==> src/rtl/core/bipq_ram.sv <==
`timescale 1ns / 1ps

module bipq_ram #(
    parameter int WIDTH = 8,
    parameter int DEPTH = 16
) (
    input  logic                     clk,
    input  logic                     we,
    input  logic [$clog2(DEPTH)-1:0] waddr,
    input  logic [WIDTH-1:0]         wdata,
    input  logic                     re,
    input  logic [$clog2(DEPTH)-1:0] raddr,
    output logic [WIDTH-1:0]         rdata
);

    logic [WIDTH-1:0] mem_reg [DEPTH];
    logic [WIDTH-1:0] rdata_reg;

    always_ff @(posedge clk)
    begin
        if (we)
        begin
            mem_reg[waddr] <= wdata;
        end
        if (re)
        begin
            rdata_reg <= mem_reg[raddr];
        end
    end

    assign rdata = rdata_reg;

endmodule

==> config.mk <==
export PLATFORM = sky130hd
export DESIGN_NAME = bipq_ram
export DESIGN_NICKNAME = d
export VERILOG_FILES = /design/src/rtl/core/bipq_ram.sv
export SDC_FILE = /design/constraint.sdc
export NUM_CORES = 1
export LEC_CHECK = 0
export ABC_CLOCK_PERIOD_IN_PS = 3400
export BUFFER_PORTS_ARGS = -buffer_cell sky130_fd_sc_hd__buf_2
export CORE_AREA = 2 2 116 118
export DETAILED_ROUTE_END_ITERATION = 8
export DIE_AREA = 0 0 118 120
export PLACE_DENSITY_LB_ADDON = 0.2
export SLEW_MARGIN = 5
export SYNTH_ARGS = -nofsm -noshare
export SYNTH_HDL_FRONTEND = slang
export SYNTH_SLANG_ARGS = --single-unit
==> constraint.sdc <==
create_clock -name clk -period 3.4 [get_ports clk]
set_input_delay 0.68 -clock clk [delete_from_list [all_inputs] [get_ports clk]]
set_output_delay 0.68 -clock clk [all_outputs]
set_load 0.01 [all_outputs]
# Word-level counts from Yosys, hierarchy flattened
# Memories as Yosys holds them, arrays and structs flattened. A register that Yosys moved wholly into a read port is not among the register bits.
# Index checks and enable logic that the tools add are counted.
[classes]
div_mod_pow = 0
n_mux = 2
magnitude_cmp = 0
bitwise_logic = 0
eq_ne = 0
n_shift = 0
addsub = 0
mul = 0
n_reduce_logical = 0
[ops]
columns = ["cell", "n"]
rows = [
  ["$mux W1", 2],
]
[word_totals]
memories = 1
reg_bits = 0
ramBits = 128
elab_cells = 3
latchBits = 0
output_inout_bits = 8
mem_bits_ro = 0
[mem_list]
columns = ["name", "words", "word_bits", "read_ports", "rd_ports_with_merged_regs", "wr", "line", "source"]
rows = [
  ["mem_reg", 16, 8, 1, 1, 1, "16", "logic [WIDTH-1:0] mem_reg [DEPTH];"],
]

# Depth between registers and ports, before layout
[logic_depth]
word_depth = 2
ltp_mapped = 5

# Worst setup path after synthesis
# No wires, ideal clock.
[synth_timing]
path_type = "input -> register"
from = "input waddr[2]"
to = "memory mem_reg[0][0], enable pin"
required_ns = 3.017
setup_time_ns = 0.383
path_stages = 2
t_arrival_ns = 1.790
path_slack_ns = 1.227
n_path_buf = 0
cell_sequence = "or3b_2 -> nor3_1"
[synth_lines]
columns = ["item", "line", "source"]
rows = [
  ["from (decl)", "9", "input logic [$clog2(DEPTH)-1:0] waddr,"],
  ["to (decl)", "16", ""],
]
# Straight into the memory's write port.

==> reports/metrics.csv <==
stage,metric,value,unit
logic_synthesis,synthFlopType,edfxtp_1,
logic_synthesis,synth_edf_count,136,
clocking,postCtsSetupBuffers,0,
floorplanning,core,13000,sq um
sta,max_slew.worst_pin.slew,0.895,ns
layout,diodes,0,
layout,areaGrowthSynthToFinish,17.9,%
floorplanning,initial_utilization,40.3,%
clocking,htree_levels,4,
placement,hpwl,6420,um
layout,drive_above_1_share,29.1,%
floorplanning,rows,42,
grt,grt_busiest_layer,met2,
floorplanning,dieArea,14200,sq um
route,drc,0,
logic_synthesis,synth_seq_cells,136,
layout,nets,298,
critical_path,cp.required,3.55,ns
critical_path,crit_end,rdata[4],
power_and_ir_drop,total_power,3.77,mW
sta,min_period,1.93,ns
route,avgViaCountPerCell,5.17,
floorplanning,io_pins,27,
grt,grt_pass1_vias,2539,
route,wl_per_cell,21.7,um
grt,grt_pass1_wl,15700,um
layout,n_fill_cell,1070,
sta,setup_viol,0,
sta,max-slew-margin-rel,40.1,%
route,firstDrtPassIters,4,
critical_path,crit_type,in -> reg,
sta,fmax,0.519,GHz
critical_path,critPathLaunchType,input port,
critical_path,rr_startpoint,mem_reg[0][4],
sta,finalHoldViolations,0,
logic_synthesis,ys_warn_count,0,
clocking,cts_buffer_depth,2,
route,ant_nets,0,
critical_path,cp_cell_sequence,buf_2 -> mux4_2 -> a22oi_1 -> nand2_1,
clocking,cts.sinks,136,
clocking,cts_repair_resize_count,0,
grt,grt_overflow,0,
grt,met2_usage,23.8,%
sta,timing.final.crit_share,56.6,%
sta,rsz0062_at_grt,no,
logic_synthesis,synth_cell_types,18,
clocking,numCtsBuffers,17,
sta,final_max_slew_viol_count,0,
grt,grt_max_degree,33,
clocking,worstSkewPairLatency,0.40,ns
grt,use_met1,22.3,%
critical_path,rr_endpoint,rdata[4],
hold_path,hp-class,in -> reg,
critical_path,crit_path_max_fanout,28,
logic_synthesis,synth_cells,229,
grt,grt_use_met3,4.37,%
logic_synthesis,synthesis.area,5230,sq um
critical_path,cp.arrival,2.07,ns
floorplanning,die_x,118,um
logic_synthesis,synth.area.top_cells,"edfxtp_1 78%, mux4_2 7.8%, mux4_1 7.0%",
critical_path,r2r_slack,1.90,ns
logic_synthesis,synthTopCellsByCount,"136 x edfxtp_1, 18 x mux4_2, 16 x a22oi_1, 14 x mux4_1, 13 x nor2_1",
route,finalWirelength,10100,um
run,cap_violations,0,
critical_path,r2r.worst_path.cells,3,
placement,io_buffers,26,
critical_path,cp-startpoint,raddr[1],
grt,antenna_found_initial,0,
logic_synthesis,avgSynthCellArea,22.8,sq um
grt,grt_usage,15.8,%
power_and_ir_drop,p_per_area,611,nW/um^2
critical_path,slowest_delay,0.56,ns
sta,fin_skew,0.00650,ns
clocking,clk_pin_slew,0.05,ns
logic_synthesis,synthesis.nets,248,
clocking,hold_buffers,0,
logic_synthesis,synth-seq-area-share,78.1,%
floorplanning,die_h,120,um
logic_synthesis,netlist.area_leader.share,78.1,%
clocking,tritoncts,built,
clocking,root_buffer,clkbuf_16,
critical_path,cp_slowest_cell,buf_2,
layout,utilization,47.5,%
logic_synthesis,async_reset_ff_share,0,%
route,vias,2420,
route,first_iter_violations,157,
critical_path,cp-end-kind,flop,
layout,largest_register_ffs,128,
power_and_ir_drop,vdd_drop_max,0.347,mV
run_status,status,"complete, no violations",
sta,fin_setup_tns,0,ns
placement,place.gp.congestion,0.724,
power_and_ir_drop,leakagePower,2.06,nW
logic_synthesis,yosysTopAreaCell,edfxtp_1,
logic_synthesis,yosys.cell_count.top_type,edfxtp_1,
## cell usage in the layout (no fill, tap or decap)
| cell type | synthesis | final |
|---|---|---|
| or3b_2 | 1 | 1 |
| and2b_1 | 1 | 1 |
| clkinv_2 | 0 | 4 |
| nand3b_1 | 2 | 2 |
| clkbuf_1 | 0 | 5 |
| nor2_1 | 13 | 13 |
| mux4_2 | 18 | 18 |
| nor3_1 | 4 | 4 |
| clkinvlp_4 | 0 | 1 |
| clkinv_4 | 0 | 1 |
| buf_2 | 3 | 26 |
| edfxtp_1 | 136 | 136 |
| mux4_1 | 14 | 14 |
| and2_1 | 1 | 1 |
| buf_12 | 0 | 1 |
| nor2b_1 | 1 | 1 |
| bufinv_16 | 0 | 2 |
| clkinv_1 | 0 | 2 |
| nand2_1 | 9 | 9 |
| nand3_1 | 1 | 1 |
| nand2b_1 | 2 | 2 |
| buf_4 | 1 | 14 |
| clkbuf_16 | 0 | 17 |
| a22oi_1 | 16 | 16 |
## where the power goes
group	internal (mW)	leakage, nW	total, mW	switching, mW
clock	1.07	0.267	1.70	0.629
combinational	0.0710	0.557	0.170	0.0990
sequential	1.89	1.24	1.90	0.0105
total	3.03	2.06	3.77	0.739
## per-stage QoR
stage / instance area [sq um] / cells / hold WS [ns] / worst slack (ns)
floorplan: 5230 / 229 / 0.705 / 1.23
global placement: 5620 / 436 / 0.738 / 1.05
detailed placement: 5620 / 436 / 0.738 / 1.02
CTS: 6160 / 468 / 0.649 / 1.46
global route: 6160 / 468 / 0.639 / 1.41
finish: 6160 / 468 / 0.655 / 1.47
## per-layer routing
metal	share of wire [%]	routed length, um
met4	1.1	110
met2	48	4870
met3	3.3	336
met1	48	4830
met5	0	0
## worst max-delay path, delay by kind of cell
family          cells  cell delay, ns
buf+inv             1            0.56
mux                 1            0.41
compound gates      1            0.31
simple gates        1            0.10
## area by class of cell
class	instances	area [sq um]	share of cell area, %
Clock inverter	10	104	1.68
Clock buffer	22	444	7.21
Tap cell	176	220	3.57
Multi-Input combinational cell	83	1060	17.2
Timing Repair Buffer	41	255	4.14
Sequential cell	136	4080	66.2
## kinds of logic (layout without fill, tap and decap cells)
| family | after synthesis | count (layout) | share of synthesized area, % |
|---|---|---|---|
| AO/OA/AOI/OAI | 16 | 16 | 2.30 |
| flip-flops | 136 | 136 | 78.1 |
| multiplexers | 32 | 32 | 14.8 |
| buffers and inverters | 10 | 73 | 1.65 |
| AND/OR/NAND/NOR | 35 | 35 | 3.14 |
## how the worst min path moves through the flow
stage | slack [ns] | cells past startpoint | to | start
detailed placement | 0.74 | 3 | rdata[7] | mem_reg[15][7]
finish | 0.65 | 1 | mem_reg[15][0] | wdata[0]
global route | 0.64 | 1 | rdata[1] | re
floorplan | 0.70 | 3 | rdata[0] | mem_reg[7][0]
CTS | 0.65 | 1 | mem_reg[8][2] | wdata[2]
global placement | 0.74 | 3 | rdata[6] | mem_reg[12][6]
(Power assumes the default switching activity.)
