### config.mk
export PLATFORM = sky130hd
export DESIGN_NAME = bipq_ctrl
export DESIGN_NICKNAME = d
export VERILOG_FILES = /design/src/rtl/core/bipq_pkg.sv /design/src/rtl/core/bipq_ctrl.sv
export SDC_FILE = /design/constraint.sdc
export NUM_CORES = 1
export LEC_CHECK = 0
export BUFFER_PORTS_ARGS = -buffer_cell sky130_fd_sc_hd__buf_2
export CAP_MARGIN = 20
export CORE_ASPECT_RATIO = 1.75
export CORE_MARGIN = 2
export CORE_UTILIZATION = 42
export CTS_CLUSTER_SIZE = 16
export DETAILED_ROUTE_END_ITERATION = 8
export PLACE_DENSITY = 0.68
export SYNTH_ARGS = -nofsm -noshare
export SYNTH_HDL_FRONTEND = slang
export SYNTH_SLANG_ARGS = --single-unit
### constraint.sdc
create_clock -name clk -period 3.26 [get_ports clk]
set_input_delay 0.652 -clock clk [delete_from_list [all_inputs] [get_ports clk]]
set_output_delay 0.652 -clock clk [all_outputs]
set_load 0.005 [all_outputs]
### src/rtl/core/bipq_pkg.sv
`timescale 1ns / 1ps

package bipq_pkg;

    localparam int CMD_W = 3;
    localparam int IDX_W = 8;
    localparam int CFG_W = 5;

    typedef enum logic [CMD_W-1:0] {
        CMD_INIT     = 3'd0,
        CMD_SUBMIT   = 3'd1,
        CMD_TAKE     = 3'd2,
        CMD_RETURN   = 3'd3,
        CMD_GET_FREE = 3'd4
    } cmd_t;

    localparam logic [0:0] REG_SLOT_LIMIT = 1'd0;
    localparam logic [0:0] REG_POOL_COUNT = 1'd1;

    localparam logic [CFG_W-1:0] SLOT_LIMIT_RESET = 5'd8;
    localparam logic [CFG_W-1:0] POOL_COUNT_RESET = 5'd4;

    typedef struct packed {
        logic [CMD_W-1:0] command;
        logic [IDX_W-1:0] ring_index;
    } req_t;

    typedef struct packed {
        logic             success;
        logic [IDX_W-1:0] index_out;
    } rsp_t;

    // outcome of one command, as seen by the result stage
    typedef struct packed {
        logic success;
        logic pop;
        logic from_free;
    } step_t;

endpackage

### src/rtl/core/bipq_ctrl.sv
`timescale 1ns / 1ps

module bipq_ctrl #(
    parameter int QUEUE_DEPTH = 16
) (
    input  logic                                clk,
    input  logic                                rst_n,
    input  logic                                accept,
    input  logic [bipq_pkg::CMD_W-1:0]          command,
    input  logic [bipq_pkg::IDX_W-1:0]          ring_index,
    input  logic [bipq_pkg::CFG_W-1:0]          slot_limit,
    input  logic [bipq_pkg::CFG_W-1:0]          pool_count,
    output bipq_pkg::step_t                     step,
    output logic                                busy,
    output logic                                submit_we,
    output logic [$clog2(QUEUE_DEPTH)-1:0]      submit_waddr,
    output logic                                submit_re,
    output logic [$clog2(QUEUE_DEPTH)-1:0]      submit_raddr,
    output logic                                free_we,
    output logic [$clog2(QUEUE_DEPTH)-1:0]      free_waddr,
    output logic [bipq_pkg::IDX_W-1:0]          free_wdata,
    output logic                                free_re,
    output logic [$clog2(QUEUE_DEPTH)-1:0]      free_raddr
);

    localparam int PW = $clog2(QUEUE_DEPTH);
    localparam int SW = $clog2(QUEUE_DEPTH + 1);

    typedef enum logic {
        ST_IDLE,
        ST_FILL
    } state_t;

    state_t          state_reg;
    logic [PW-1:0]   sub_head_reg;
    logic [PW-1:0]   sub_tail_reg;
    logic [PW-1:0]   free_head_reg;
    logic [PW-1:0]   free_tail_reg;
    logic [PW-1:0]   fill_cnt_reg;
    logic [PW-1:0]   fill_last_reg;

    logic [SW-1:0]   eff_size;
    logic [PW-1:0]   sub_tail_next;
    logic [PW-1:0]   sub_head_next;
    logic [PW-1:0]   free_tail_next;
    logic [PW-1:0]   free_head_next;
    logic            sub_full;
    logic            sub_empty;
    logic            free_full;
    logic            free_empty;
    logic [bipq_pkg::CFG_W-1:0] rc_m1;
    logic [PW-1:0]   fill_n;

    function automatic logic [PW-1:0] advance(input logic [PW-1:0] p, input logic [SW-1:0] sz);
        logic [SW-1:0] n;
        n = SW'(p) + SW'(1);
        return (n >= sz) ? '0 : n[PW-1:0];
    endfunction

    // size clamped to 2 .. depth
    always_comb
    begin
        if (32'(slot_limit) > QUEUE_DEPTH)
        begin
            eff_size = SW'(QUEUE_DEPTH);
        end
        else if (slot_limit < 5'd2)
        begin
            eff_size = SW'(2);
        end
        else
        begin
            eff_size = SW'(slot_limit);
        end
    end

    assign sub_tail_next  = advance(sub_tail_reg, eff_size);
    assign sub_head_next  = advance(sub_head_reg, eff_size);
    assign free_tail_next = advance(free_tail_reg, eff_size);
    assign free_head_next = advance(free_head_reg, eff_size);
    assign sub_full       = (sub_tail_next == sub_head_reg);
    assign sub_empty      = (sub_head_reg == sub_tail_reg);
    assign free_full      = (free_tail_next == free_head_reg);
    assign free_empty     = (free_head_reg == free_tail_reg);

    // preload count: min(pool_count - 1, size - 1)
    assign rc_m1  = pool_count - 5'd1;
    assign fill_n = (32'(rc_m1) > (32'(eff_size) - 32'd1)) ? PW'(eff_size - SW'(1))
                                                         : PW'(rc_m1);

    always_comb
    begin
        step = '0;
        case (command)
            bipq_pkg::CMD_INIT:
            begin
                step.success = (pool_count != '0);
            end
            bipq_pkg::CMD_SUBMIT:
            begin
                step.success = !sub_full;
            end
            bipq_pkg::CMD_TAKE:
            begin
                step.success = !sub_empty;
                step.pop     = 1'b1;
            end
            bipq_pkg::CMD_RETURN:
            begin
                step.success = !free_full;
            end
            bipq_pkg::CMD_GET_FREE:
            begin
                step.success   = !free_empty;
                step.pop       = 1'b1;
                step.from_free = 1'b1;
            end
            default:
            begin
                step = '0;
            end
        endcase
    end

    assign busy         = (state_reg == ST_FILL);
    assign submit_we    = accept && (command == bipq_pkg::CMD_SUBMIT) && !sub_full;
    assign submit_waddr = sub_tail_reg;
    assign submit_re    = accept && (command == bipq_pkg::CMD_TAKE);
    assign submit_raddr = sub_head_reg;
    assign free_we      = busy || (accept && (command == bipq_pkg::CMD_RETURN) && !free_full);
    assign free_waddr   = busy ? fill_cnt_reg : free_tail_reg;
    assign free_wdata   = busy ? (bipq_pkg::IDX_W'(fill_cnt_reg) + bipq_pkg::IDX_W'(1))
                               : ring_index;
    assign free_re      = accept && (command == bipq_pkg::CMD_GET_FREE);
    assign free_raddr   = free_head_reg;

    always_ff @(posedge clk or negedge rst_n)
    begin
        if (!rst_n)
        begin
            state_reg     <= ST_IDLE;
            sub_head_reg  <= '0;
            sub_tail_reg  <= '0;
            free_head_reg <= '0;
            free_tail_reg <= '0;
            fill_cnt_reg  <= '0;
            fill_last_reg <= '0;
        end
        else
        begin
            case (state_reg)
                ST_IDLE:
                begin
                    if (accept)
                    begin
                        case (command)
                            bipq_pkg::CMD_INIT:
                            begin
                                if (pool_count != '0)
                                begin
                                    free_tail_reg <= fill_n;
                                    if (fill_n != '0)
                                    begin
                                        state_reg     <= ST_FILL;
                                        fill_cnt_reg  <= '0;
                                        fill_last_reg <= fill_n;
                                    end
                                end
                            end
                            bipq_pkg::CMD_SUBMIT:
                            begin
                                if (!sub_full)
                                begin
                                    sub_tail_reg <= sub_tail_next;
                                end
                            end
                            bipq_pkg::CMD_TAKE:
                            begin
                                if (!sub_empty)
                                begin
                                    sub_head_reg <= sub_head_next;
                                end
                            end
                            bipq_pkg::CMD_RETURN:
                            begin
                                if (!free_full)
                                begin
                                    free_tail_reg <= free_tail_next;
                                end
                            end
                            bipq_pkg::CMD_GET_FREE:
                            begin
                                if (!free_empty)
                                begin
                                    free_head_reg <= free_head_next;
                                end
                            end
                            default:
                            begin
                            end
                        endcase
                    end
                end
                ST_FILL:
                begin
                    fill_cnt_reg <= fill_cnt_reg + PW'(1);
                    if (fill_cnt_reg == (fill_last_reg - PW'(1)))
                    begin
                        state_reg <= ST_IDLE;
                    end
                end
                default:
                begin
                    state_reg <= ST_IDLE;
                end
            endcase
        end
    end

`ifndef NO_ASSERTIONS
    // a successful take always moves the head
    a_take_moves_head: assert property (@(posedge clk) disable iff (!rst_n)
        accept && (command == bipq_pkg::CMD_TAKE) && !sub_empty
        |=> sub_head_reg != $past(sub_head_reg))
        else $error("take did not advance submit head");

    // a refused return leaves the free tail alone
    a_full_return_holds: assert property (@(posedge clk) disable iff (!rst_n)
        accept && (command == bipq_pkg::CMD_RETURN) && free_full
        |=> $stable(free_tail_reg))
        else $error("refused return moved free tail");

    // the preload stays inside the count latched at init
    a_fill_in_range: assert property (@(posedge clk) disable iff (!rst_n)
        (state_reg == ST_FILL) |-> (fill_cnt_reg < fill_last_reg))
        else $error("preload address past its count");

    // preload starts only from an accepted init
    a_fill_from_init: assert property (@(posedge clk) disable iff (!rst_n)
        $rose(busy) |-> $past(accept && (command == bipq_pkg::CMD_INIT)))
        else $error("preload started without init");
`endif

endmodule
# Yosys cells after proc, flatten, opt, wreduce, memory -nomap -nowiden
# Index checks and enable logic that the tools add are counted.
# word_totals
out_inout_bits	32
in_bits	24
regBits	25
# classes
bitwise_logic	4
n_eq_ne	15
magnitude_cmp	7
muxes	26
n_reduce_logical	22
addsub	10
# op_table
op	n
two-way mux 4 bit	12
greater-than comparator 5 x 32 -> 1 bit	1
adder 4 x 1 -> 5 bit, second input constant	5
equality test 4 bit	5
>= comparator 5 bit	4
case mux 4 bit (2 select lines)	2
AND reduction 4 bit	4
two-way mux 5 bit	2
!= test 2 bit, second input constant	5
AND reduction 5 bit	2
two-way mux 8 bit	1
subtractor 4 x 1 -> 4 bit, second input constant	2
two-way mux 1 bit	7
equality test 3 x 2 -> 1 bit, second input constant	2
logical AND 1 bit	6
subtractor 5 x 1 -> 6 bit, second input constant	1
greater-than comparator 5 bit, second input constant	1
< comparator 5 x 2 -> 1 bit, second input constant	1
case mux 1 bit (5 select lines)	1
nonzero test 5 bit	1
subtractor 5 x 1 -> 5 bit, second input constant	1
adder 4 x 1 -> 4 bit, second input constant	1
logical NOT 1 bit	4
inverter 1 bit	4
9 further kinds	9

# Logic depth before layout (Yosys ltp)
# Gate-level depths: netlist of the first run.
# logic_depth
word_depth	12
depth_mapped	13
depth_no_buf	13

# Worst setup path after synthesis of the first run
# Ideal clock, no wire load.
# synth_path
path_type	input-to-reg
from	in slot_limit[4] in the netlist's numbering
to	reg fill_last_reg[0]
required_ns	3.132
n_path_buf	0
arrival_time_ns	3.101
path_stages	13
setup_slack_ns	0.032
path_cell_list	inv_1 -> o311a_1 -> inv_1 -> ha_1 -> inv_1 -> xnor2_1 -> ha_1 -> o21a_1 -> o31ai_1 -> a21oi_2 -> mux2_2 -> nand2_1 -> mux2_1
# synth_via
elab_chain_cells	8
elab_cells_between_ends	10
cone_classes	add/sub (2); order compare (3); mux (3); reduce/logical (2)
# synth_rtl
item	line_no	source
start: declaration	bipq_ctrl.sv:11	input logic [bipq_pkg::CFG_W-1:0] slot_limit,
< comparator 5 x 2 -> 1 bit	bipq_ctrl.sv:67	else if (slot_limit < 5'd2)
two-way mux 5 bit	bipq_ctrl.sv:67	
two-way mux 5 bit (*)	bipq_ctrl.sv:63	if (32'(slot_limit) > QUEUE_DEPTH)
subtractor 5 x 1 -> 6 bit	bipq_ctrl.sv:88	assign fill_n = (32'(rc_m1) > (32'(eff_size) - 32'd1)) ? PW'(eff_size - SW'(1))
greater-than comparator 5 x 32 -> 1 bit	bipq_ctrl.sv:88	
two-way mux 4 bit (*)	bipq_ctrl.sv:88	
nonzero test 4 bit	bipq_ctrl.sv:162	if (fill_n != '0)
AND reduction 5 bit (no source line)	n/a	
end signal: assignment	bipq_ctrl.sv:166	fill_last_reg <= fill_n;
end: declaration	bipq_ctrl.sv:40	logic [PW-1:0] fill_last_reg;
# Every way passes the cells marked *; elsewhere a longest branch is shown, timed or not.
# A chain may end at the register's enable or synchronous reset.

==> out/summary.log, run 1 <==
qor: yosys.yosys_warnings 0
qor: layout.post_route_cells_drive_above_1_share 32.7%
qor: timing.hold_viol_final 0
qor: die.floorplan.initialDensity 42.9%
qor: timing.maxSlewHeadroom 47.6%
qor: yosys.synth_area_per_cell 9.31 um^2
qor: die.rows 38
qor: setup_path.cp.required 2.61 ns
qor: cts.cts-root-to-sink-buffers 2
qor: global_routing.grt_start_max_net_pins 26
qor: yosys.synthMostInstantiatedCell ha_1
qor: yosys.synth_seq_cells 25
qor: yosys.synth-seq-area-share 23.8%
qor: cts.cts_tree built
qor: setup_path.critical_path.max_stage_delay 0.40 ns
qor: setup_path.timing.critical_path.cells buf_8 > o311a_4 > ha_4 > nand2b_4 > a21o_1 > a21o_1 > buf_6 > a31o_4 > nand2b_4 > a311o_1 > buf_2
qor: yosys.ys_dominant_reg_cell dfrtp_1
qor: routing.route.detailed.wl_per_inst 16.0 um
qor: yosys.netlist_instances 283
qor: pwr.worst_ir_drop_vdd 0.000545 V
qor: pwr.p_per_area 818 nW/um^2
qor: timing.timing_worst_slew_pin_value 0.786 ns
qor: timing.finalClockSkew 0.00325 ns
qor: yosys.synth_cell_types 54
qor: global_routing.global_route.usage.total 20.5%
qor: timing.final.period_utilization 98.9%
qor: yosys.synth_enable_flop_cells 0
qor: cts.number_of_clock_sinks 25
qor: setup_path.beginning_of_the_worst_register_to_register_path free_tail_reg[1]
qor: layout.nets 417
qor: routing.dr.pass1.iters 4
qor: die.dieHeight 109 um
qor: setup_path.timing.critical_path.arrival 2.57 ns
qor: placed_design.gpl_wtd_cong 0.961
qor: global_routing.grt.overflow.total 0
qor: die.die-area 6950 um^2
qor: timing.timing.final.crit_period 3.22 ns
qor: yosys.async_reset_ff_share 100%
qor: job.max_cap_viol_count 0
qor: yosys.postSynthNetCount 341
qor: global_routing.grt_first_pass_wirelength 11.3 mm
qor: pwr.power.static_leakage 1.69 nW
qor: placed_design.io_buffer_count 55
qor: routing.drt-total-wl 7.01 mm
qor: timing.grt_setup_unrepaired yes
qor: placed_design.detailedPlacementHpwl 5.51 mm
qor: die.die_width 63.9 um
qor: cts.clock_pin_slew_worst_setup_and_hold_paths 0.09 ns
qor: routing.route.vias.total 2454
qor: setup_path.critPathSlowestCell o311a_4
qor: yosys.yosys-top-cells-count ha_1 (34), dfrtp_1 (25), xnor2_1 (20)
qor: setup_path.rrSetupSlack 0.39 ns
qor: cts.insertion_delay 0.28 ns
qor: cts.cts_max_level 1
qor: status.outcome finished, final reports clean
qor: timing.setup_viol 0
qor: yosys.synth_area_leader_cell dfrtp_1
qor: setup_path.timing.critical_path.to step[2]
qor: routing.drcViolationCount 0
qor: die.ios 56
qor: setup_path.crit_start_category primary input
qor: timing.setup-tns-final 0 ns
qor: setup_path.critical_path.max_fanout 3
qor: timing.timing.fmax 310 MHz
qor: setup_path.critical_r2r_capture free_tail_reg[1]
qor: setup_path.cp-end-kind primary output
qor: cts.cts-buffers-inserted 3
qor: global_routing.via_count_of_the_first_global_routing_pass 2445
qor: hold_path.hold_path_class in2async
qor: setup_path.path_class in2out
qor: placed_design.placedCellCount 429
qor: yosys.netlist_top_cells_area dfrtp_1 (24%), ha_1 (16%), xnor2_1 (6.7%)
qor: layout.antenna_cells_inserted 0
qor: yosys.syn_area 2630 um^2
qor: setup_path.worst_setup_path_startpoint slot_limit[1]
qor: layout.fin_cells 438
qor: cts.hold_buffers 0
qor: cts.buffer_cell_driving_the_clock_tree_root clkbuf_8
qor: die.placeableCoreArea 6130 um^2
qor: routing.drt_iter0_markers 136
qor: global_routing.grt_antenna_before_repair 0
qor: yosys.synth.top_cell.area_share 23.8%
qor: setup_path.worst_r2r_path_depth 11
qor: routing.ant_nets 0
qor: routing.viasPerCell 5.60
qor: timing.report.final.slew_viol_count 0
qor: layout.areaGrowthSynthToFinish 26.9%
metal layers:
layer | wire length [um] | GRT usage [%] | vias up | share of wire, %
li1 | - | - | 1187 | -
met1 | 2640 | 21.4 | 1170 | 38
met2 | 3890 | 39.5 | 81 | 55
met3 | 259 | 1.96 | 16 | 3.7
met4 | 221 | 10.2 | 0 | 3.2
met5 | 0 | 0 | - | 0
critical path, delay by kind of cell:
| kind | cells | cell delay [ns] |
|---|---|---|
| buffers and inverters | 3 | 0.34 |
| AOI/OAI and AO/OA | 5 | 1.17 |
| and+or+nand+nor | 2 | 0.15 |
| adders and majority gates | 1 | 0.27 |
through the flow:
stage          setup slack [ns]  util (%)  total power [mW]  area [um^2]  hold WS [ns]
3_3_place_gp            -0.0790      50.8              2.26         3110         0.507
3_5_place_dp            -0.0865      50.8              2.30         3110         0.515
4_1_cts                -0.00837      52.2              2.54         3200         0.396
2_1_floorplan            0.0315         -              1.75         2630         0.356
5_1_grt                 -0.0324      54.5              2.96         3340         0.416
6_report                 0.0361      54.5              2.73         3340         0.367
layout by cell type (no fill, tap or decap), drive strengths merged, types with 2 or more instances in the layout:
master / synthesis / layout
mux2i: 7 / 7
nand3: 7 / 7
or4: 3 / 3
xnor2: 20 / 20
nand2: 16 / 16
nand2b: 9 / 9
a21oi: 7 / 7
nor4: 3 / 3
ha: 34 / 34
a211oi: 3 / 3
buf: 2 / 79
a31oi: 3 / 3
and4: 2 / 2
mux2: 12 / 12
xor3: 2 / 2
xor2: 12 / 12
nor3: 4 / 4
nand4: 5 / 5
a31o: 2 / 2
and3: 8 / 8
a211o: 2 / 2
nor2: 14 / 14
clkbuf: 6 / 4
o21ai: 11 / 11
nor2b: 5 / 5
a22o: 10 / 10
dfrtp: 25 / 25
a32o: 3 / 3
and2: 2 / 2
a21o: 12 / 12
inv: 18 / 18
cells by family (layout without fill, tap and decap cells):
group	after synthesis	count (layout)	synth area share (%)
fa+ha+maj	34	34	16.2
compound gates	62	62	17.7
mux	19	19	8.08
simple gates	83	83	17.9
buf+inv	26	101	4.04
xor+xnor	34	34	12.4
flops	25	25	23.8
cell type report:
class / instances / area [um^2]
fill: 547 / 2790
timing repair buffer: 79 / 479
tap: 80 / 100
inverter: 18 / 67.6
multi-input combinational: 232 / 2020
clock buffer: 4 / 45.0
sequential: 25 / 627
where the power goes:
part | total [mW] | leakage [nW] | switching, mW | internal, mW
registers | 0.674 | 0.313 | 0.241 | 0.434
logic | 1.86 | 1.36 | 0.848 | 1.02
clock network | 0.196 | 0.0228 | 0.108 | 0.0878
total | 2.73 | 1.69 | 1.20 | 1.54
how the worst min path moves through the flow:
stage | start | to | slack (ns) | cells past startpoint
5_1_grt | rst_n | submit_raddr[2] | 0.42 | 1
3_5_place_dp | fill_last_reg[3] | fill_last_reg[3] | 0.52 | 1
6_report | rst_n | submit_raddr[1] | 0.37 | 1
4_1_cts | rst_n | submit_raddr[3] | 0.40 | 1
3_3_place_gp | fill_last_reg[3] | fill_last_reg[3] | 0.51 | 1
2_1_floorplan | rst_n | busy | 0.36 | 0
timing repair:
| action | 4_1_cts | 5_1_grt |
|---|---|---|
| buffers inserted | 1 | 4 |
| hold endpoints to repair | 0 | 0 |
| gates resized for setup | 4 | 21 |
| setup endpoints to repair | 3 | 3 |
| pin swaps | 6 | 12 |
Power figures use the tool's default switching activity.
==> run 2: changes to the inputs <==
Settings changed: CORE_MARGIN 2 to unset, REMOVE_ABC_BUFFERS set to 1.
==> run 2 against run 1 <==
Clock skew grew 0.0031 ns; combinational power shrank 5%; wire length shrank 5.9%; clock power is essentially flat; via count shrank 2.3%; cell count shrank 1.1%; die area shrank 4.9%; non-clock buffer count shrank 3; count of clock-buffer cells in the layout shrank 1.
==> out/summary.log, run 2 (synthesis gave the netlist of run 1 again) <==
qor: setup_path.cp-end-kind primary output
qor: global_routing.grt_start_max_net_pins 26 [unchanged]
qor: setup_path.rrSetupSlack 0.47 ns [+0.08 ns]
qor: cts.cts-root-to-sink-buffers 2 [unchanged]
qor: global_routing.grt_antenna_before_repair 0 [unchanged]
qor: die.rows 37 [-2.6%]
qor: setup_path.critical_path.max_stage_delay 0.40 ns [about the same]
qor: layout.filler_cell_count 527 [-3.7%]
qor: cts.cts_tree built
qor: routing.ant_nets 0 [unchanged]
qor: routing.drt_iter0_markers 101 [-26%]
qor: routing.viasPerCell 5.54 [-1.2%]
qor: pwr.p_per_area 803 nW/um^2 [-1.8%]
qor: routing.route.detailed.wl_per_inst 15.2 um [-4.8%]
qor: cts.cts-buffers-inserted 3 [unchanged]
qor: die.floorplan.initialDensity 44.1% [+1.2 points]
qor: placed_design.io_buffer_count 55 [unchanged]
qor: placed_design.detailedPlacementHpwl 5.28 mm [-4.2%]
qor: cts.clock_pin_slew_worst_setup_and_hold_paths 0.10 ns [about the same]
qor: setup_path.critPathSlowestCell o311a_4
qor: setup_path.critical_r2r_capture free_tail_reg[1]
qor: pwr.seqPwrFrac 25.7% [+1.0 points]
qor: cts.cts_max_level 1 [unchanged]
qor: global_routing.grt.overflow.total 0 [unchanged]
qor: setup_path.critical_path.max_fanout 3 [unchanged]
qor: pwr.power.static_leakage 1.67 nW [-1.2%]
qor: layout.nets 414 [-0.72%]
qor: setup_path.crit_start_category primary input
qor: timing.finalClockSkew 0.00639 ns [+0.00314 ns]
qor: timing.timing.fmax 310 MHz [about the same]
qor: pwr.switching_portion_of_total_power 43.7% [-0.051 points]
qor: cts.buffer_cell_driving_the_clock_tree_root clkbuf_8
qor: routing.dr.pass1.iters 4 [unchanged]
qor: routing.drcViolationCount 0 [unchanged]
qor: pwr.clock_power_share 7.5% [+0.3 points]
qor: die.die-area 6600 um^2 [-4.9%]
qor: pwr.finalPower 2.64 mW [-3.5%]
qor: status.outcome finished, final reports clean
qor: timing.timing.final.crit_period 3.22 ns [-0.000967 ns]
qor: timing.final.period_utilization 98.9% [about the same]
qor: die.ios 56 [unchanged]
qor: setup_path.timing.critical_path.cells buf_6 > o311a_4 > ha_4 > nand2b_4 > a21o_1 > a21o_1 > a31oi_2 > nand2_1 > a311o_1 > buf_2
qor: setup_path.timing.critical_path.arrival 2.57 ns [about the same]
qor: pwr.power.net_switching 1.15 mW [-3.6%]
qor: setup_path.beginning_of_the_worst_register_to_register_path free_tail_reg[0]
qor: pwr.worst_ir_drop_vdd 0.000282 V [-48%]
qor: global_routing.global_route.usage.total 21.2% [+0.79 points]
qor: routing.drt-total-wl 6.60 mm [-5.9%]
qor: pwr.power.combinational.fraction 66.8% [-1.4 points]
qor: setup_path.worst_path_most_repeated_cell a21o_1
qor: layout.most-common-layout-cells buf_2 (53), ha_1 (32), dfrtp_1 (24)
qor: die.dieHeight 107 um [-1.8%]
qor: setup_path.cp.required 2.61 ns [about the same]
qor: pwr.internal_power 1.49 mW [-3.4%]
qor: layout.areaGrowthSynthToFinish 24.8%
qor: layout.final_common_cell buf_2
qor: die.placeableCoreArea 5970 um^2 [-2.6%]
qor: timing.timing_worst_slew_pin_value 0.740 ns [-0.0458 ns]
qor: cts.insertion_delay 0.28 ns [about the same]
qor: placed_design.gpl_wtd_cong 0.828 [-14%]
qor: global_routing.via_count_of_the_first_global_routing_pass 2453 [+0.33%]
qor: hold_path.hold_path_class in2async
qor: global_routing.grt_first_pass_wirelength 10.7 mm [-4.7%]
qor: timing.maxSlewHeadroom 50.6% [+3.1 points]
qor: layout.antenna_cells_inserted 0 [unchanged]
qor: setup_path.path_class in2out
qor: timing.worst_hold_slack 0.372 ns [+0.00522 ns]
qor: setup_path.worst_r2r_path_depth 10 [-1]
qor: job.max_cap_viol_count 0 [unchanged]
qor: routing.route.vias.total 2397 [-2.3%]
qor: timing.hold_viol_final 0 [unchanged]
qor: timing.setup_viol 0 [unchanged]
qor: layout.post_route_cells_drive_above_1_share 32.1% [-0.57 points]
qor: timing.report.final.slew_viol_count 0 [unchanged]
qor: setup_path.critical_path.top_delay_family compound AO/OA/AOI/OAI gates
qor: setup_path.path_buf_inv 2 [-1]
qor: timing.grt_setup_unrepaired yes
qor: die.die_width 61.9 um [-3.1%]
qor: cts.number_of_clock_sinks 25 [unchanged]
==> run 2: cell count changes in the layout (fill, tap and decap cells not counted) <==
cell / before / now
clkinvlp_4: 0 / 1
ha_1: 30 / 32
buf_8: 1 / 0
a31oi_2: 1 / 2
ha_4: 3 / 1
o21ai_1: 5 / 4
nor2_2: 1 / 2
clkbuf_1: 1 / 0
o21ai_0: 5 / 6
buf_4: 22 / 19
a31oi_4: 1 / 0
buf_6: 3 / 4
nor2_1: 13 / 12
==> run 2: worst max path at each step <==
stage	start	end	slack, ns	depth (start not counted)
after floorplan	slot_limit[4]	fill_last_reg[0]	0.03	13
after global placement	slot_limit[1]	step[2]	-0.1	10
after detailed placement	slot_limit[1]	step[2]	-0.09	10
after CTS	slot_limit[2]	free_we	-0.006	10
after global routing	slot_limit[1]	step[2]	-0.04	10
final	slot_limit[1]	step[2]	0.04	10
==> run 2: power groups by stage <==
stage / clock, mW / combinational (mW) / sequential (mW)
floorplan: 0 / 1.10 / 0.633
global placement: 0 / 1.57 / 0.675
CTS: 0.204 / 1.65 / 0.674
global route: 0.213 / 1.95 / 0.705
finish: 0.198 / 1.76 / 0.678
detailed placement: 0 / 1.62 / 0.679
==> run 2: area by class of cell <==
class	count	area [um^2]	area share [%]
Clock inverter	1	7.51	0.228
Tap cell	78	97.6	2.97
Timing Repair Buffer	76	453	13.8
Multi-Input combinational cell	232	1990	60.6
Sequential cell	25	627	19.1
Clock buffer	3	41.3	1.26
Inverter	18	67.6	2.06
==> run 2: metrics by stage <==
stage	worst slack, ns	setup TNS (ns)	util [%]	area [um^2]	std cells
5_1_grt	-0.0376	-0.0578	55.0	3290	433
6_report	0.0371	0	55.0	3290	433
2_1_floorplan	0.0315	0	-	2590	275
4_1_cts	-0.00558	-0.00558	53.6	3200	432
3_3_place_gp	-0.0980	-0.339	52.2	3120	428
3_5_place_dp	-0.0945	-0.480	52.2	3120	428
==> run 2: timing repair <==
item | in CTS | in global routing
resized for setup | 4 | 17
hold buffers | 0 | 0
endpoints found under the setup margin | 3 | 3
gates cloned | 0 | 0
setup buffers | 0 | 1
pin swaps | 6 | 11
==> run 2: worst register-to-register path, cell delays in order, from the launching register on <==
cell	delay, ns
dfrtp_2	0.46
ha_2	0.24
xor2_2	0.19
ha_1	0.32
a21o_1	0.17
a31oi_2	0.16
o21ai_2	0.12
buf_4	0.16
nor4b_2	0.30
or2_1	0.25
mux2_4	0.32
==> run 2: layer usage <==
| layer | share of wire [%] | vias to the layer above | global-route usage, % |
|---|---|---|---|
| met5 | 0 | - | 0 |
| li1 | - | 1183 | - |
| met4 | 2.5 | 0 | 9.05 |
| met1 | 40 | 1155 | 23.5 |
| met3 | 2.3 | 13 | 1.21 |
| met2 | 55 | 46 | 39.3 |
==> run 3: changes to the inputs <==
Settings changed: CORE_MARGIN set to 2, PLACE_DENSITY 0.68 to unset.
==> run 3 against run 2 <==
The flow now finishes with violations (setup timing); combinational power grew 4%; die area grew 5.2%; highest routed layer unchanged; worst hold slack lost 0.0083 ns; non-clock buffer count grew 6; cell count grew 1.8%; via count shrank 0.83%; worst setup slack lost 0.058 ns; critical path depth is the same; global-route usage shrank 1.5 points; clock skew is essentially flat; final area grew 3.0%; sequential cell count is the same.
==> out/summary.log, run 3 (synthesis gave the netlist of run 1 again) <==
qor: pwr.finalPower 2.71 mW [+2.7%]
qor: layout.most-common-layout-cells buf_2 (52), ha_1 (30), buf_4 (26)
qor: pwr.switching_portion_of_total_power 43.9% [+0.24 points]
qor: timing.maxSlewHeadroom 50.0% [-0.60 points]
qor: layout.areaGrowthSynthToFinish 28.5%
qor: global_routing.via_count_of_the_first_global_routing_pass 2336 [-4.8%]
qor: hold_path.hold_path_class in2async
qor: pwr.internal_power 1.52 mW [+2.3%]
qor: die.ios 56 [unchanged]
qor: job.max_cap_viol_count 0 [unchanged]
qor: global_routing.grt_start_max_net_pins 26 [unchanged]
qor: setup_path.critical_path.max_fanout 3 [unchanged]
qor: placed_design.dpl_worst_slack -0.114 ns [-0.0192 ns]
qor: pwr.power.net_switching 1.19 mW [+3.3%]
qor: timing.setup_viol 1 [+1]
qor: timing.setup-tns-final -0.0209 ns [-0.0209 ns]
qor: global_routing.global_route.usage.total 19.8% [-1.5 points]
qor: timing.timing_worst_slew_pin_value 0.749 ns [+0.00906 ns]
qor: cts.number_of_clock_sinks 25 [unchanged]
qor: routing.ant_nets 0 [unchanged]
qor: cts.cts-buffers-inserted 3 [unchanged]
qor: die.die_width 63.9 um [+3.2%]
qor: global_routing.grt_antenna_before_repair 0 [unchanged]
qor: routing.drt_iter0_markers 87 [-14%]
qor: routing.drcViolationCount 0 [unchanged]
qor: die.dieHeight 109 um [+1.9%]
qor: cts.cts-root-to-sink-buffers 2 [unchanged]
qor: timing.grt_setup_unrepaired yes
qor: placed_design.gpl_wtd_cong 0.832 [+0.52%]
qor: cts.clock_pin_slew_worst_setup_and_hold_paths 0.10 ns [about the same]
qor: pwr.power.static_leakage 1.71 nW [+2.2%]
qor: routing.route.vias.total 2377 [-0.83%]
qor: placed_design.io_buffer_count 55 [unchanged]
qor: die.die-area 6950 um^2 [+5.2%]
qor: timing.timing.final.crit_period 3.28 ns [+0.0580 ns]
qor: routing.dr.pass1.iters 4 [unchanged]
qor: layout.nets 420 [+1.4%]
qor: cts.buffer_cell_driving_the_clock_tree_root clkbuf_8
qor: cts.cts_tree built
qor: timing.finalClockSkew 0.00597 ns [-0.000423 ns]
qor: pwr.worst_ir_drop_vdd 0.000312 V [+11%]
qor: setup_path.timing.critical_path.arrival 2.63 ns [+0.06 ns]
qor: setup_path.crit_start_category primary input
qor: timing.hold_viol_final 0 [unchanged]
qor: global_routing.grt.overflow.total 0 [unchanged]
qor: timing.report.final.slew_viol_count 0 [unchanged]
qor: layout.final_common_cell buf_2
qor: placed_design.post_dp_cell_area 3140 um^2 [+0.56%]
qor: routing.drt-total-wl 6.77 mm [+2.5%]
qor: layout.layout.cell_area.non_filler 3380 um^2 [+3.0%]
qor: timing.setup_slack -0.0209 ns [-0.0580 ns]
qor: routing.viasPerCell 5.39 [-2.6%]
qor: cts.insertion_delay 0.28 ns [about the same]
qor: pwr.seqPwrFrac 25.2% [-0.5 points]
qor: setup_path.path_class in2out
qor: status.outcome finished, violations left
qor: layout.post_route_cells_drive_above_1_share 33.2% [+1.1 points]
qor: layout.filler_cell_count 580 [+10%]
qor: die.rows 38 [+2.7%]
qor: die.floorplan.initialDensity 42.9% [-1.2 points]
qor: pwr.clock_power_share 7.2% [-0.3 points]
qor: die.placeableCoreArea 6130 um^2 [+2.7%]
qor: pwr.p_per_area 801 nW/um^2 [-0.25%]
qor: setup_path.cp-end-kind primary output
qor: timing.final.period_utilization 101% [+1.8 points]
qor: pwr.power.combinational.fraction 67.5% [+0.7 points]
qor: placed_design.detailedPlacementHpwl 5.30 mm [+0.45%]
qor: setup_path.cp.required 2.61 ns [about the same]
qor: layout.antenna_cells_inserted 0 [unchanged]
qor: status.failed_checks setup timing
qor: global_routing.grt_first_pass_wirelength 11.0 mm [+2.1%]
qor: timing.timing.fmax 305 MHz [-1.8%]
qor: routing.route.detailed.wl_per_inst 15.3 um [+0.69%]
qor: cts.cts_max_level 1 [unchanged]
[run 3: metal layers]
layer  routed length, um  up-vias  part of all wire [%]  global-route usage [%]
met5                   0        -                     0                       0
met4                 193        0                   2.9                    8.07
met3                 128        9                   1.9                   0.722
met2                3780       40                    56                    38.8
met1                2670     1133                    39                    21.7
li1                    -     1195                     -                       -
[run 3: metrics by stage]
step / hold WS (ns) / cells / util, %
after floorplan: 0.356 / 275 / -
after global placement: 0.515 / 432 / 51.1
after detailed placement: 0.507 / 432 / 51.1
after CTS: 0.396 / 436 / 52.7
after global routing: 0.414 / 441 / 55.2
final: 0.363 / 441 / 55.2
[run 3: cell type report]
cell class	count	area, um^2	share of cell area [%]
sequential	25	627	18.5
multi-input combinational	232	2040	60.1
clock inverter	1	5.00	0.148
timing repair buffer	82	508	15.0
tap	80	100	2.96
clock buffer	3	41.3	1.22
inverter	18	67.6	2.00
[run 3: critical path, stage by stage]
cell      delay [ns]
buf_8           0.10
o311a_4         0.40
ha_4            0.21
nand2b_4        0.13
a21o_1          0.17
a21o_1          0.19
a31oi_2         0.22
nand2_1         0.09
a311o_1         0.34
buf_2           0.13
[run 3: path summary, 6_finish.rpt]
path                                  startpoint          endpoint  slack [ns]  cells past startpoint
min in group clk                fill_last_reg[3]  fill_last_reg[3]        0.54                      1
worst min-delay path                       rst_n   submit_raddr[0]        0.36                      1
max in group asynchronous                  rst_n  free_tail_reg[0]        2.46                      1
worst min register to register  fill_last_reg[3]  fill_last_reg[3]        0.54                      1
worst max-delay path               slot_limit[1]           step[2]       -0.02                     10
worst max register to register  free_tail_reg[0]  free_tail_reg[1]        0.36                     11
[run 3: what timing repair did]
item,4_1_cts,5_1_grt
hold buffers,0,0
setup buffers,0,5
pin swaps,8,11
setup endpoints to repair,3,3
resized for setup,8,17
[run 3: power by group through the flow]
stage          Combinational, mW  Sequential (mW)  Clock [mW]
2_1_floorplan               1.10            0.633           0
3_3_place_gp                1.59            0.680           0
3_5_place_dp                1.61            0.681           0
4_1_cts                     1.65            0.675       0.202
5_1_grt                     2.04            0.715       0.211
6_report                    1.83            0.684       0.196
